[src/rtl/sfr_pkg.sv]
// Shared types and constants for the serial bus frame receiver.
// No dependencies; imported by the framer, the channel emitter and the top level.
package sfr_pkg;

    // Frame geometry
    localparam int FRAME_BYTES    = 25;
    localparam int DATA_BYTES     = 22;                  // bytes 1..22 carry channel bits
    localparam int NUM_CHANNELS   = 16;
    localparam int CHANNEL_BITS   = 11;
    localparam int PAYLOAD_BITS   = DATA_BYTES * 8;      // equals NUM_CHANNELS * CHANNEL_BITS
    localparam int POS_BITS       = 5;
    localparam int CHAN_IDX_BITS  = 4;
    localparam int COUNT_BITS     = 16;

    localparam logic [POS_BITS-1:0]      END_POS      = POS_BITS'(FRAME_BYTES - 1);
    localparam logic [CHAN_IDX_BITS-1:0] LAST_CHANNEL = CHAN_IDX_BITS'(NUM_CHANNELS - 1);

    // Mask applied to the end byte before comparing with the end value
    localparam logic [7:0] END_MASK = 8'h04;

    // Configuration register indexes
    localparam logic REG_START_VALUE = 1'b0;
    localparam logic REG_END_VALUE   = 1'b1;

    // Reset values of the configuration registers
    localparam logic [7:0] START_VALUE_RST = 8'h0f;
    localparam logic [7:0] END_VALUE_RST   = 8'h00;

    // A completed, accepted frame handed from the framer to the emitter
    typedef struct packed {
        logic                    valid;
        logic [PAYLOAD_BITS-1:0] payload;   // byte 1 in the lowest bits
        logic [COUNT_BITS-1:0]   count;     // accepted frames including this one
    } frame_load_t;

endpackage

[src/rtl/sfr_framer.sv]
// Byte framer: hunts for the start byte, stores data bytes, checks the end byte.
// Depends on sfr_pkg; feeds sfr_emitter with one load per accepted frame.
module sfr_framer (
    input  logic                 aclk,
    input  logic                 aresetn,
    input  logic                 cfg_wr_en,
    input  logic                 cfg_index,
    input  logic [7:0]           cfg_wdata,
    input  logic                 s_tvalid,
    output logic                 s_tready,
    input  logic [7:0]           s_tdata,
    input  logic                 emit_busy,
    output sfr_pkg::frame_load_t load
);
    import sfr_pkg::*;

    logic [7:0]            start_value_reg;
    logic [7:0]            end_value_reg;
    logic                  hunting_reg, hunting_next;
    logic [POS_BITS-1:0]   pos_reg, pos_next;
    logic [COUNT_BITS-1:0] frames_reg, frames_next;
    logic [7:0]            data_reg [DATA_BYTES];
    logic                  accept;
    logic                  at_end;
    logic                  frame_ok;

    // The end byte waits only while the emitter still holds the previous frame.
    assign at_end   = !hunting_reg && (pos_reg >= END_POS);
    assign s_tready = !(at_end && emit_busy);
    assign accept   = s_tvalid && s_tready;
    assign frame_ok = accept && !hunting_reg && (pos_reg == END_POS)
                      && ((s_tdata & END_MASK) == end_value_reg);

    // Configuration registers
    always_ff @(posedge aclk) begin
        if (!aresetn) begin
            start_value_reg <= START_VALUE_RST;
            end_value_reg   <= END_VALUE_RST;
        end else if (cfg_wr_en) begin
            unique case (cfg_index)
                REG_START_VALUE: start_value_reg <= cfg_wdata;
                REG_END_VALUE:   end_value_reg   <= cfg_wdata;
                default:         ;
            endcase
        end
    end

    // Framing state
    always_comb begin
        hunting_next = hunting_reg;
        pos_next     = pos_reg;
        frames_next  = frames_reg;
        if (accept) begin
            if (hunting_reg) begin
                if (s_tdata == start_value_reg) begin
                    hunting_next = 1'b0;
                    pos_next     = POS_BITS'(1);
                end
            end else if (pos_reg < END_POS) begin
                pos_next = pos_reg + POS_BITS'(1);
            end else begin
                // End byte, or a position that cannot occur: hunt again.
                hunting_next = 1'b1;
                pos_next     = '0;
                if (frame_ok) begin
                    frames_next = frames_reg + COUNT_BITS'(1);
                end
            end
        end
    end

    always_ff @(posedge aclk) begin
        if (!aresetn) begin
            hunting_reg <= 1'b1;
            pos_reg     <= '0;
            frames_reg  <= '0;
        end else begin
            hunting_reg <= hunting_next;
            pos_reg     <= pos_next;
            frames_reg  <= frames_next;
        end
    end

    // Data byte store: byte position i+1 lands in entry i.
    always_ff @(posedge aclk) begin
        for (int i = 0; i < DATA_BYTES; i++) begin
            if (accept && !hunting_reg && (pos_reg == POS_BITS'(i + 1))) begin
                data_reg[i] <= s_tdata;
            end
        end
    end

    // Hand the accepted frame to the emitter in the same cycle as the end byte.
    always_comb begin
        load.valid = frame_ok;
        load.count = frames_next;
        for (int i = 0; i < DATA_BYTES; i++) begin
            load.payload[8*i +: 8] = data_reg[i];
        end
    end

endmodule

[src/rtl/sfr_emitter.sv]
// Channel emitter: holds one accepted frame and sends its sixteen channels.
// Depends on sfr_pkg; loaded by sfr_framer.
module sfr_emitter (
    input  logic                 aclk,
    input  logic                 aresetn,
    input  sfr_pkg::frame_load_t load,
    output logic                 emit_busy,
    output logic                 m_tvalid,
    input  logic                 m_tready,
    output logic [31:0]          m_tdata,   // channel_index[3:0], channel_value[14:4],
                                            // frame_count[30:15], zero pad [31]
    output logic                 m_tlast    // last_channel
);
    import sfr_pkg::*;

    logic                     busy_reg;
    logic [CHAN_IDX_BITS-1:0] chan_reg;
    logic [PAYLOAD_BITS-1:0]  buf_reg;
    logic [COUNT_BITS-1:0]    count_reg;
    logic                     take;

    assign take = busy_reg && m_tready;

    // Busy flag: set on load, cleared once the last channel item is taken.
    always_ff @(posedge aclk) begin
        if (!aresetn) begin
            busy_reg <= 1'b0;
        end else if (load.valid) begin
            busy_reg <= 1'b1;
        end else if (take && (chan_reg == LAST_CHANNEL)) begin
            busy_reg <= 1'b0;
        end
    end

    // Frame buffer shifts one channel down for every item taken.
    always_ff @(posedge aclk) begin
        if (load.valid) begin
            buf_reg   <= load.payload;
            count_reg <= load.count;
            chan_reg  <= '0;
        end else if (take) begin
            buf_reg  <= buf_reg >> CHANNEL_BITS;
            chan_reg <= chan_reg + CHAN_IDX_BITS'(1);
        end
    end

    assign emit_busy = busy_reg;
    assign m_tvalid  = busy_reg;
    assign m_tlast   = (chan_reg == LAST_CHANNEL);
    assign m_tdata   = {1'b0, count_reg, buf_reg[CHANNEL_BITS-1:0], chan_reg};

endmodule

[src/rtl/sbus_frame_receiver.sv]
// Serial bus frame receiver top level: framer plus channel emitter.
// Depends on sfr_pkg, sfr_framer and sfr_emitter.
//
// Takes one received byte per cycle. While hunting, a byte equal to start_value
// (register 0) opens a 25-byte frame; bytes 1 to 22 are kept, and byte 24 is the
// end byte. If the end byte ANDed with 0x04 equals end_value (register 1), the
// frame counter increments and sixteen items follow, one per cycle the output is
// ready, each carrying a channel index, its 11-bit value and the frame count, with
// tlast on channel 15. A bad end byte emits nothing and the block hunts again.
// Input bytes flow at one per cycle unless the end byte is held off. An accepted
// frame occupies the output until the emitter's shift buffer is empty; the end
// byte of a following frame is held off only while that buffer is not yet drained.
module sbus_frame_receiver (
    input  logic        aclk,
    input  logic        aresetn,
    input  logic        cfg_wr_en,
    input  logic        cfg_index,
    input  logic [7:0]  cfg_wdata,
    input  logic        s_tvalid,
    output logic        s_tready,
    input  logic [7:0]  s_tdata,    // rx_byte[7:0]
    output logic        m_tvalid,
    input  logic        m_tready,
    output logic [31:0] m_tdata,    // channel_index[3:0], channel_value[14:4],
                                    // frame_count[30:15], zero pad [31]
    output logic        m_tlast     // last_channel
);
    import sfr_pkg::*;

    frame_load_t load;
    logic        emit_busy;

    sfr_framer u_framer (
        .aclk      (aclk),
        .aresetn   (aresetn),
        .cfg_wr_en (cfg_wr_en),
        .cfg_index (cfg_index),
        .cfg_wdata (cfg_wdata),
        .s_tvalid  (s_tvalid),
        .s_tready  (s_tready),
        .s_tdata   (s_tdata),
        .emit_busy (emit_busy),
        .load      (load)
    );

    sfr_emitter u_emitter (
        .aclk      (aclk),
        .aresetn   (aresetn),
        .load      (load),
        .emit_busy (emit_busy),
        .m_tvalid  (m_tvalid),
        .m_tready  (m_tready),
        .m_tdata   (m_tdata),
        .m_tlast   (m_tlast)
    );

endmodule

[config.mk]
export PLATFORM = sky130hd
export DESIGN_NAME = sbus_frame_receiver
export DESIGN_NICKNAME = d
export VERILOG_FILES = /design/src/rtl/sfr_pkg.sv /design/src/rtl/sfr_framer.sv /design/src/rtl/sfr_emitter.sv /design/src/rtl/sbus_frame_receiver.sv
export SDC_FILE = /design/constraint.sdc
export NUM_CORES = 1
export LEC_CHECK = 0
export BUFFER_PORTS_ARGS = -buffer_cell sky130_fd_sc_hd__buf_2
export CORE_ASPECT_RATIO = 0.7
export CORE_UTILIZATION = 45
export DETAILED_ROUTE_END_ITERATION = 6
export MAX_ROUTING_LAYER = met4
export PLACE_DENSITY = 0.58
export SYNTH_ARGS = -nofsm -noshare
export SYNTH_HDL_FRONTEND = slang
export SYNTH_SLANG_ARGS = --single-unit
[constraint.sdc]
create_clock -name aclk -period 18.1 [get_ports aclk]
set_input_delay 3.62 -clock aclk [delete_from_list [all_inputs] [get_ports aclk]]
set_output_delay 3.62 -clock aclk [all_outputs]
set_load 0.005 [all_outputs]
After elaboration in Yosys (flattened, before gate mapping)
Memories as Yosys holds them, arrays and structs flattened.
Cells that the tools add are included.
- bits in read-only memories: 0
- input bits: 22
- bits in registers: 235
- memories: 1
- output and inout bits: 35
- logic and storage cells: 222
- RAM bits: 176
- bits in latches: 0
- equality and inequality tests: 27
- bitwise gates (word level): 1
- multipliers: 0
- add/subtract/negate cells: 3
- reduce and logical (&&, ||, !) cells: 58
- order comparisons: 2
- shift-type cells: 0
- div/mod/pow operators: 0
- mux-type cells: 121
- memory list (memory ; words ; width ; rd ports ; clocked after Yosys merged registers in ; wr ports ; RTL line ; text):
    u_framer.data_reg ; 22 ; 8 ; 22 ; 0 ; 1 ; sfr_framer.sv:22 ; logic [7:0] data_reg [DATA_BYTES];
- operators by type and width (kind ; count):
    $mux W176 ; 2
    $mux W8 ; 21
    $reduce_or A8 Y1 ; 21
    $mux W5 ; 24
    $mux W1 ; 70
    $mux W16 ; 4
    $eq A5 B4 Y1 const B ; 8
    $eq A5 B5 Y1 const B ; 8
    $logic_and A1 B1 Y1 ; 30
    $eq A5 B3 Y1 const B ; 4
    $add A16 B1 Y16 const B ; 1
    $eq A5 B2 Y1 const B ; 2
    $eq A3 B8 Y1 ; 1
    $eq A8 B8 Y1 ; 1
    $reduce_and A2 Y1 ; 3
    $add A5 B1 Y5 const B ; 1
    $eq A5 B1 Y1 const B ; 1
    $ge A5 B5 Y1 const B ; 1
    $lt A5 B5 Y1 const B ; 1
    $add A4 B1 Y4 const B ; 1
    $eq A4 B4 Y1 const B ; 1
    $reduce_bool A2 Y1 ; 2
    $logic_not A1 Y1 ; 2
    $ne A2 B2 Y1 const B ; 1
    $not A1 Y1 ; 1

Depth between registers and ports, before layout
Gate-level depths: netlist of run 1.
- depth after elaboration: 31
- mapped depth: 9
- depth with buffers taken out: 6

Cells and area by module
Synthesis of run 1 repeated with hierarchy kept, for this count alone.
- cells, all modules: 874
- area, all modules: 15911.5 um^2
- modules (own cells, without submodules) (module ; area an instance (um^2) ; cells an instance ; times used):
    sfr_emitter ; 8461.9 ; 426 ; 1
    sfr_framer ; 7449.6 ; 448 ; 1

Worst setup path before layout of run 1
No wires, ideal clock.
- kind: input -> register
- start: in s_tdata[2]
- end: reg u_emitter.buf_reg[0] (enable)
- setup time: 0.543 ns
- required time: 17.557 ns
- arrival: 8.423 ns
- cell stages on the path: 7
- setup slack: 9.133 ns
- cell sequence: xnor2_1 > nand4_2 > or2_1 > buf_2 > buf_6 > buf_6 > nand2_1
- word-level cells in the longest chain between the ends: 3
- ends and longest elaborated chain (what ; RTL line ; text):
    start, declared ; sbus_frame_receiver.sv:21 ; input logic [7:0] s_tdata,
    $eq A3 B8 Y1 ; sfr_framer.sv:32 ; && ((s_tdata & END_MASK) == end_value_reg);
    $logic_and A1 B1 Y1 ; sfr_framer.sv:32 ;
    $reduce_bool A2 Y1 (no source line) ; -- ;
    end signal, assigned ; sfr_emitter.sv:38 ; buf_reg <= load.payload;
    end signal, assigned ; sfr_emitter.sv:42 ; buf_reg <= buf_reg >> CHANNEL_BITS;
    end, declared ; sfr_emitter.sv:18 ; logic [PAYLOAD_BITS-1:0] buf_reg;
No other way between the ends.
A chain may end at the register's enable or synchronous reset.

Worst setup path after layout of run 1
- start: in s_tdata[2]
- end: reg u_emitter.buf_reg[23] (enable)
The elaborated chain is that of the path after synthesis.

==> qor.csv, run 1 <==
metric;value;unit
switchingPower;359;µW
p_clk_share;42.2;%
ant_nets;0;
reg2reg_to;u_emitter.buf_reg[23];
cts_buffer_depth;3;
yosys_warnings;0;
placeableCoreArea;35000;µm²
intPower;1.46;mW
finalNetCount;989;
worstPathArrival;7830;ps
crit_buf_inv;4;
relSlewSlack;25.4;%
drc;0;
drive_gt1_share;29.1;%
grt-ovfl-total;0;
synthDistinctLibCells;44;
synthToLayoutAreaGrowth;11.3;%
root_buffer;clkbuf_16;
antenna-diode-count;0;
status;complete, no violations;
clk_pin_slew;60;ps
final_cell_mix;edfxtp_1, mux2_4, nand2_1;
vias;7485;
crit_family;buffers and inverters;
p_leak;6.48;nW
finalCritPeriodShare;42.4;%
vdd_ir_drop_max;0.0518;mV
grt.total_usage;17.0;%
max_stage_delay;870;ps
cts_num_sinks;411;
ys_seq_elements;411;
grt_max_degree;139;
finalSetupViolCount;0;
worst_slew_pin_slew;1120;ps
clock.fmax;0.130;GHz
postCtsSetupBuffers;0;
synth_flop_cell;edfxtp_1;
critical_path_class;input pin to flop;
skew;17.7;ps
r2r-start;u_framer.pos_reg[0];
cp.required;18250;ps
cts_buffers;40;
grt_pass1_wl;45300;µm
die_area;36700;µm²
synthesis.nets;928;
cp_max_fo;73;
via_per_inst;5.12;
synth_area_leaders;edfxtp_1, mux2_4, dfxtp_1, mux2_2, nand2_1;
worstHoldEndpoint;u_framer.start_value_reg[6];
synth_area_leader_cell;edfxtp_1;
synthesis.area;16200;µm²
start_util;46.2;%
num_rows;57;
gp_congestion;0.762;
tns;0;ps
hpwl;16300;µm
reg2reg_depth;8;
crit_chain;buf_2, buf_4, xnor2_1, nand4_2, or2_4, nand2_4, buf_4, buf_4;
async_reset_ff_share;0;%
synth_edf_count;368;
antenna_found_initial;1;
combPwrFrac;1.4;%
cts_tree;done;
firstDrtPassIters;5;
hold_buffers;0;
p_per_area;101;nW/µm²
maxCapViolCount;0;
cts_max_level;2;
min_from;u_framer.start_value_reg[6];
io_buffers;55;
fin_ws;10420;ps
slew_violations;0;
finalHoldViolations;0;
synth_cells;899;
pwr-share-seq;56.4;%
fin_crit;7680;ps
ios;57;
yosysSeqAreaShare;73.7;%
grt_pass1_vias;7343;
die_width;229;µm
layout_commonest_cell;edfxtp_1;
crit_top_cell;buf_4;
clk-insertion-delay-late;530;ps
start_kind;input pin;
first_iter_violations;520;
cts_resized;0;
hold-path-cell-count;2;
rsz0062_at_grt;no;
yosysTopAreaCellShare;68.4;%
switching_share;19.7;%
drt-total-wl;30000;µm
endpoint_kind;flop;
die_y;161;µm
hold_class;flop to flop;
wl_per_cell;20.5;µm
place_ws;9820;ps
cpMaxStageDelayCell;buf_4;
r2r_setup_slack;13370;ps
syn_area_per_cell;18.0;µm²
## worst reg2reg max path, delay by kind of cell, from the launching register on
family / cells / cell delay (ps)
buffers and inverters: 3 / 1960
DFF: 1 / 370
adders and majority gates: 1 / 250
and+or+nand+nor: 4 / 1720
## per-stage QoR
step	total power [mW]	hold slack (ps)	area, µm²	instances	utilization, %
global route	1.88	500	18000	1461	51.4
detailed placement	1.07	458	16800	1390	48.0
global placement	1.07	441	16800	1390	48.0
floorplan	1.06	435	16200	899	-
finish	1.82	466	18000	1461	51.4
CTS	1.84	467	18000	1461	51.4
## Yosys cell counts (6+ instances only)
master and number:
nand3_1 23, and3_1 8, buf_6 15, a21oi_1 25, xnor2_1 12, mux2_2 37, clkbuf_1 15, nand2b_1 9
inv_1 9, and2_1 18, edfxtp_1 368, o21ai_0 8, mux2_4 128, nor3_1 14, nand2_1 66, dfxtp_1 43
mux2i_1 8, xor2_1 8, ha_1 7, buf_4 12, nor2_1 19, nand4_1 6
## area by class of cell
class / instances / area (µm²)
clock inverters: 18 / 108
well taps: 472 / 591
flip-flops and latches: 411 / 11900
repair buffers: 68 / 385
inverters: 9 / 33.8
clock buffers: 53 / 1070
fillers: 2823 / 17000
multi-input cells: 430 / 3890
## logic make-up after synthesis
logic type,count (synthesis),synth area share [%]
flops,411,73.7
xor+xnor,20,1.08
mux,173,15.0
buf+inv,58,2.37
fa+ha+maj,7,0.542
simple gates,186,5.82
compound gates,43,1.52
other cells,1,0.0232
## power groups by stage
stage | sequential (mW) | combinational (mW) | clock [mW]
after CTS | 1.03 | 0.0256 | 0.786
final | 1.03 | 0.0251 | 0.769
after detailed placement | 1.05 | 0.0254 | 0
after floorplan | 1.05 | 0.00848 | 0
after global placement | 1.05 | 0.0253 | 0
after global routing | 1.03 | 0.0271 | 0.821
## how the worst max path moves through the flow
stage | cells past startpoint | endpoint | startpoint
after floorplan | 7 | u_emitter.buf_reg[0] | s_tdata[2]
after global placement | 8 | u_emitter.buf_reg[119] | s_tdata[2]
after detailed placement | 8 | u_emitter.buf_reg[108] | s_tdata[2]
after CTS | 8 | u_emitter.buf_reg[154] | s_tdata[2]
after global routing | 8 | u_emitter.buf_reg[154] | s_tdata[2]
final | 8 | u_emitter.buf_reg[23] | s_tdata[2]
## layer usage
layer  share of wire [%]  track usage, %
met3                 5.0            3.21
met2                  41            23.3
met4                 1.8            4.70
met1                  52            25.8
met5                   0               -
No activity file was read; power rests on OpenSTA's default activity.
==> inputs of run 2 (changes only) <==
--- a/config.mk
+++ b/config.mk
@@ -5,6 +5,7 @@
 export SDC_FILE = /design/constraint.sdc
 export NUM_CORES = 1
 export LEC_CHECK = 0
+export ABC_AREA = 1
 export BUFFER_PORTS_ARGS = -buffer_cell sky130_fd_sc_hd__buf_2
 export CORE_ASPECT_RATIO = 0.7
 export CORE_UTILIZATION = 45
==> constraint.sdc (replaced) <==
create_clock -name aclk -period 7.07 [get_ports aclk]
set_input_delay 1.414 -clock aclk [delete_from_list [all_inputs] [get_ports aclk]]
set_output_delay 1.414 -clock aclk [all_outputs]
set_load 0.005 [all_outputs]
==> qor.csv, run 2 <==
metric;value;unit
status;complete, no violations;
start_util;46.5;%
clk_pin_slew;60;ps
gp_congestion;0.849;
finalNetCount;1413;
num_rows;56;
p_leak;6.17;nW
synth_top_family_by_area;simple AND/OR/NAND/NOR gates;
layout.area.seq;11900;µm²
clock.fmax;0.251;GHz
fillers;2922;
worstPathArrival;4180;ps
synth_edf_count;368;
drt-total-wl;32200;µm
vias;9194;
grt.total_usage;19.4;%
antenna-diode-count;0;
finalHoldViolations;0;
reg2reg_depth;9;
synthDistinctLibCells;25;
firstDrtPassIters;5;
finalSetupViolCount;0;
power.total;4.86;mW
cts_resized;0;
hold-path-cell-count;2;
postCtsSetupBuffers;0;
via_per_inst;4.90;
synthesis.area;15800;µm²
synth_cells;1333;
tns;0;ps
synth-compound-area-share;1.54;%
ys_seq_elements;411;
die_width;226;µm
slew_violations;0;
fin_ws;3090;ps
clk-insertion-delay-late;550;ps
worst_slew_pin_slew;1290;ps
drc;0;
die_area;35900;µm²
finish.utilization;52.4;%
place_ws;2420;ps
start_kind;input pin;
hold_class;flop to flop;
reg2reg_to;u_emitter.buf_reg[124];
crit_buf_inv;3;
yosys_warnings;0;
synth_mux_area_share;0;%
relSlewSlack;14.0;%
cpMaxStageDelayCell;nand2_4;
grt_max_degree;99;
syn_area_per_cell;11.8;µm²
met1Wirelength;16000;µm
placeableCoreArea;34000;µm²
max_stage_delay;800;ps
rsz0062_at_grt;no;
finalCritPeriodShare;56.3;%
synthToLayoutAreaGrowth;12.7;%
synth_area_leader_cell;edfxtp_1;
cts_tree;done;
met2_length;14000;µm
synth.most_common_cell;nand2_1;
wl_per_cell;17.1;µm
synthesis.nets;1362;
cts_num_sinks;411;
synthSimpleGateAreaFrac;17.9;%
cts_buffers;39;
highest_layer;met4;
grt_pass1_vias;8974;
placed_cells;1807;
final_cell_mix;nand2_1, edfxtp_1, nor2_1;
ant_nets;0;
grt_pass1_wl;51100;µm
skew;18.8;ps
synth_common_cells;nand2_1, edfxtp_1, nor2_1;
r2r-start;u_framer.pos_reg[0];
wl_met3;1880;µm
cp.required;7270;ps
vdd_ir_drop_max;0.148;mV
multi_input_area;3340;µm²
ios;57;
stdcell_count;1878;
io_buffers;55;
drive_gt1_share;10.5;%
fin_crit;3980;ps
worstHoldEndpoint;u_framer.start_value_reg[4];
endpoint_kind;flop;
synth-xor-area-share;0.943;%
critical_path_class;input pin to flop;
cts_max_level;2;
hold_buffers;0;
die_y;159;µm
synth_area_leaders;edfxtp_1, nand2_1, dfxtp_1, nor2_1, inv_1;
yosysSeqAreaShare;75.4;%
antenna_found_initial;0;
cts_buffer_depth;3;
root_buffer;clkbuf_16;
yosysTopAreaCellShare;70.0;%
p_per_area;273;nW/µm²
synth_flop_cell;edfxtp_1;
cp_max_fo;98;
crit_family;simple AND/OR/NAND/NOR gates;
hpwl;17500;µm
async_reset_ff_share;0;%
layout_commonest_cell;nand2_1;
maxCapViolCount;0;
r2r_setup_slack;3650;ps
min_from;u_framer.start_value_reg[4];
grt-ovfl-total;0;
first_iter_violations;807;
crit_chain;buf_2, inv_1, nand2_1, nand3_1, nor2_2, nand2_8, nand2_4, buf_4;
synth_fa_ha_area_share;0.555;%
-- run 2: cell types whose count changed in the layout (fill, tap and decap cells not counted), moves of 8 or more --
cell | previous run | this run
and2_1 | 18 | 0
and3_1 | 8 | 0
clkbuf_1 | 12 | 4
inv_1 | 9 | 57
mux2_2 | 37 | 0
mux2_4 | 128 | 0
mux2i_1 | 8 | 0
nand2_1 | 65 | 614
nand2b_1 | 9 | 0
nor2_1 | 19 | 65
-- run 2: layout make-up --
type | count | share of cell area (%)
clock buffer | 44 | 5.71
clock inverter | 27 | 1.70
inverter | 62 | 1.34
multi-input combinational | 801 | 18.8
sequential | 411 | 66.9
tap | 464 | 3.26
timing repair buffer | 69 | 2.28
-- run 2: worst max path at each step --
| stage | slack [ps] | from | endpoint | depth (start not counted) |
|---|---|---|---|---|
| CTS | 2990 | s_tdata[2] | u_emitter.buf_reg[90] | 8 |
| finish | 3090 | s_tdata[2] | u_emitter.buf_reg[124] | 8 |
| detailed placement | 2420 | s_tdata[2] | u_emitter.buf_reg[78] | 8 |
| floorplan | 520 | s_tdata[2] | u_emitter.buf_reg[0] | 9 |
| global route | 2820 | s_tdata[2] | u_emitter.buf_reg[78] | 8 |
| global placement | 2420 | s_tdata[2] | u_emitter.buf_reg[89] | 8 |
-- run 2: logic make-up after synthesis --
group | count (synthesis)
compound gates | 47
xor+xnor | 17
fa+ha+maj | 7
buf+inv | 121
flops | 411
other cells | 1
simple gates | 729
-- run 2: routing by layer --
layer	up-vias	GRT usage [%]
li1	4506	-
met1	4390	28.4
met2	266	28.5
met3	32	3.07
met4	0	4.48
met5	-	-
-- run 2: report_power, final --
part	switching [mW]	internal, mW
Combinational	0.0491	0.0141
Clock	0.902	1.26
Sequential	0.00383	2.63
-- run 2: worst register-to-register path, cell delays in order (launching register included) --
cell	delay (ps)
dfxtp_1	350
inv_1	150
ha_1	230
inv_2	90
nor3_1	170
nand3_1	130
nor2_2	270
nand2_8	400
nand2_4	800
buf_4	500
-- run 2: metrics by stage --
step / instance area [µm²] / hold WS, ps
finish: 17800 / 474
CTS: 17800 / 476
detailed placement: 16500 / 468
global placement: 16500 / 456
floorplan: 15800 / 444
global route: 17800 / 509
==> inputs of run 3 (changes only) <==
--- a/config.mk
+++ b/config.mk
@@ -5,7 +5,7 @@
 export SDC_FILE = /design/constraint.sdc
 export NUM_CORES = 1
 export LEC_CHECK = 0
-export ABC_AREA = 1
+export ABC_AREA = 0
 export BUFFER_PORTS_ARGS = -buffer_cell sky130_fd_sc_hd__buf_2
 export CORE_ASPECT_RATIO = 0.7
 export CORE_UTILIZATION = 45
==> constraint.sdc (replaced) <==
create_clock -name aclk -period 4.1 [get_ports aclk]
set_input_delay 0.82 -clock aclk [delete_from_list [all_inputs] [get_ports aclk]]
set_output_delay 0.82 -clock aclk [all_outputs]
set_load 0.005 [all_outputs]
==> qor.csv, run 3 (synthesis results as in run 1) <==
metric;value;unit
intPower;6.62;mW
relSlewSlack;32.5;%
crit_chain;inv_1, ha_1, nor4b_2, nand2_1, or2_4, buf_4, mux2_2;
slew_violations;0;
postCtsSetupBuffers;0;
root_buffer;clkbuf_16;
synthToLayoutAreaGrowth;12.4;%
grt.total_usage;18.2;%
start_kind;flop;
wl_met3;2030;µm
grt-ovfl-total;0;
pwr-share-seq;55.0;%
grt_max_degree;65;
r2r_setup_slack;950;ps
num_rows;57;
p_leak;6.57;nW
clock.fmax;0.318;GHz
finalSetupViolCount;0;
wl_per_cell;21.5;µm
met2_length;13000;µm
p_clk_share;43.5;%
rsz0062_at_grt;no;
cp_max_fo;39;
start_util;46.2;%
cts_num_sinks;411;
layout_commonest_cell;edfxtp_1;
worst_slew_pin_slew;1010;ps
first_iter_violations;602;
min_from;u_framer.end_value_reg[1];
drive_gt1_share;30.0;%
finalNetCount;997;
endpoint_kind;flop;
finalCritPeriodShare;76.7;%
gp_congestion;0.825;
clk_pin_slew;70;ps
io_buffers;55;
cts_tree;done;
antenna_found_initial;1;
hold_buffers;0;
cpMaxStageDelayCell;buf_4;
crit_buf_inv;2;
drt-total-wl;31600;µm
maxCapViolCount;0;
grt_pass1_vias;7693;
firstDrtPassIters;4;
switchingPower;1.62;mW
placeableCoreArea;35000;µm²
worstPathArrival;3450;ps
max_stage_delay;680;ps
crit_family;simple AND/OR/NAND/NOR gates;
hpwl;18600;µm
die_y;161;µm
ios;57;
skew;28.4;ps
highest_layer;met4;
p_per_area;453;nW/µm²
switching_share;19.6;%
cts_buffer_depth;3;
die_area;36700;µm²
ant_nets;0;
via_per_inst;5.21;
combPwrFrac;1.4;%
power.total;8.24;mW
hold_class;flop to flop;
finalHoldViolations;0;
multi_input_area;3900;µm²
status;complete, no violations;
fillers;2789;
final_cell_mix;edfxtp_1, mux2_4, nand2_1;
fin_crit;3150;ps
tns;0;ps
cts_buffers;39;
r2r-start;u_framer.pos_reg[0];
met1Wirelength;15900;µm
critical_path_class;flop to flop;
clk-insertion-delay-late;550;ps
layout.area.seq;11900;µm²
vias;7649;
vdd_ir_drop_max;0.247;mV
cp.required;4410;ps
cts_resized;0;
grt_pass1_wl;48200;µm
die_width;229;µm
setup.worst_path.start;u_framer.pos_reg[0];
drc;0;
cts_max_level;2;
==> run 3: metrics by stage <==
step | hold WS (ps) | cells | cell area (µm²) | util, % | worst slack (ps)
6_report | 468 | 1469 | 18200 | 51.9 | 955
5_1_grt | 495 | 1469 | 18200 | 51.9 | 749
4_1_cts | 471 | 1468 | 18200 | 51.9 | 917
3_5_place_dp | 463 | 1399 | 16900 | 48.3 | 926
3_3_place_gp | 442 | 1399 | 16900 | 48.3 | 965
2_1_floorplan | 435 | 899 | 16200 | - | 646
==> run 3: area by class of cell <==
class | count | area share (%)
sequential | 411 | 65.5
multi-input combinational | 430 | 21.4
clock buffer | 57 | 6.08
tap | 472 | 3.25
timing repair buffer | 77 | 2.70
clock inverter | 12 | 0.792
inverter | 9 | 0.186
antenna | 1 | 0.0138
==> run 3: per-layer routing <==
| metal | global-route usage, % | up-vias |
|---|---|---|
| met5 | - | - |
| met4 | 4.64 | 0 |
| met3 | 4.67 | 52 |
| met2 | 24.5 | 181 |
| met1 | 27.2 | 3886 |
| li1 | - | 3530 |
==> run 3: power groups by stage <==
stage	clock [mW]	sequential (mW)	combinational, mW
after floorplan	0	4.62	0.0374
after global placement	0	4.63	0.120
after detailed placement	0	4.63	0.120
after CTS	3.65	4.53	0.121
after global routing	3.82	4.53	0.129
final	3.58	4.54	0.118
==> run 3: tightest hold or removal path: cells and delay by family (launching register included) <==
kind	cells	cell delay [ps]
AO/OA/AOI/OAI	1	50
AND/OR/NAND/NOR	1	50
flip-flops	1	310
==> run 3: path summary, 6_finish.rpt <==
| path | to | depth (start not counted) |
|---|---|---|
| setup / recovery | u_emitter.buf_reg[70] | 7 |
| hold / removal | u_framer.end_value_reg[1] | 2 |
| setup reg to reg | u_emitter.buf_reg[70] | 7 |
| hold reg to reg | u_framer.end_value_reg[1] | 2 |
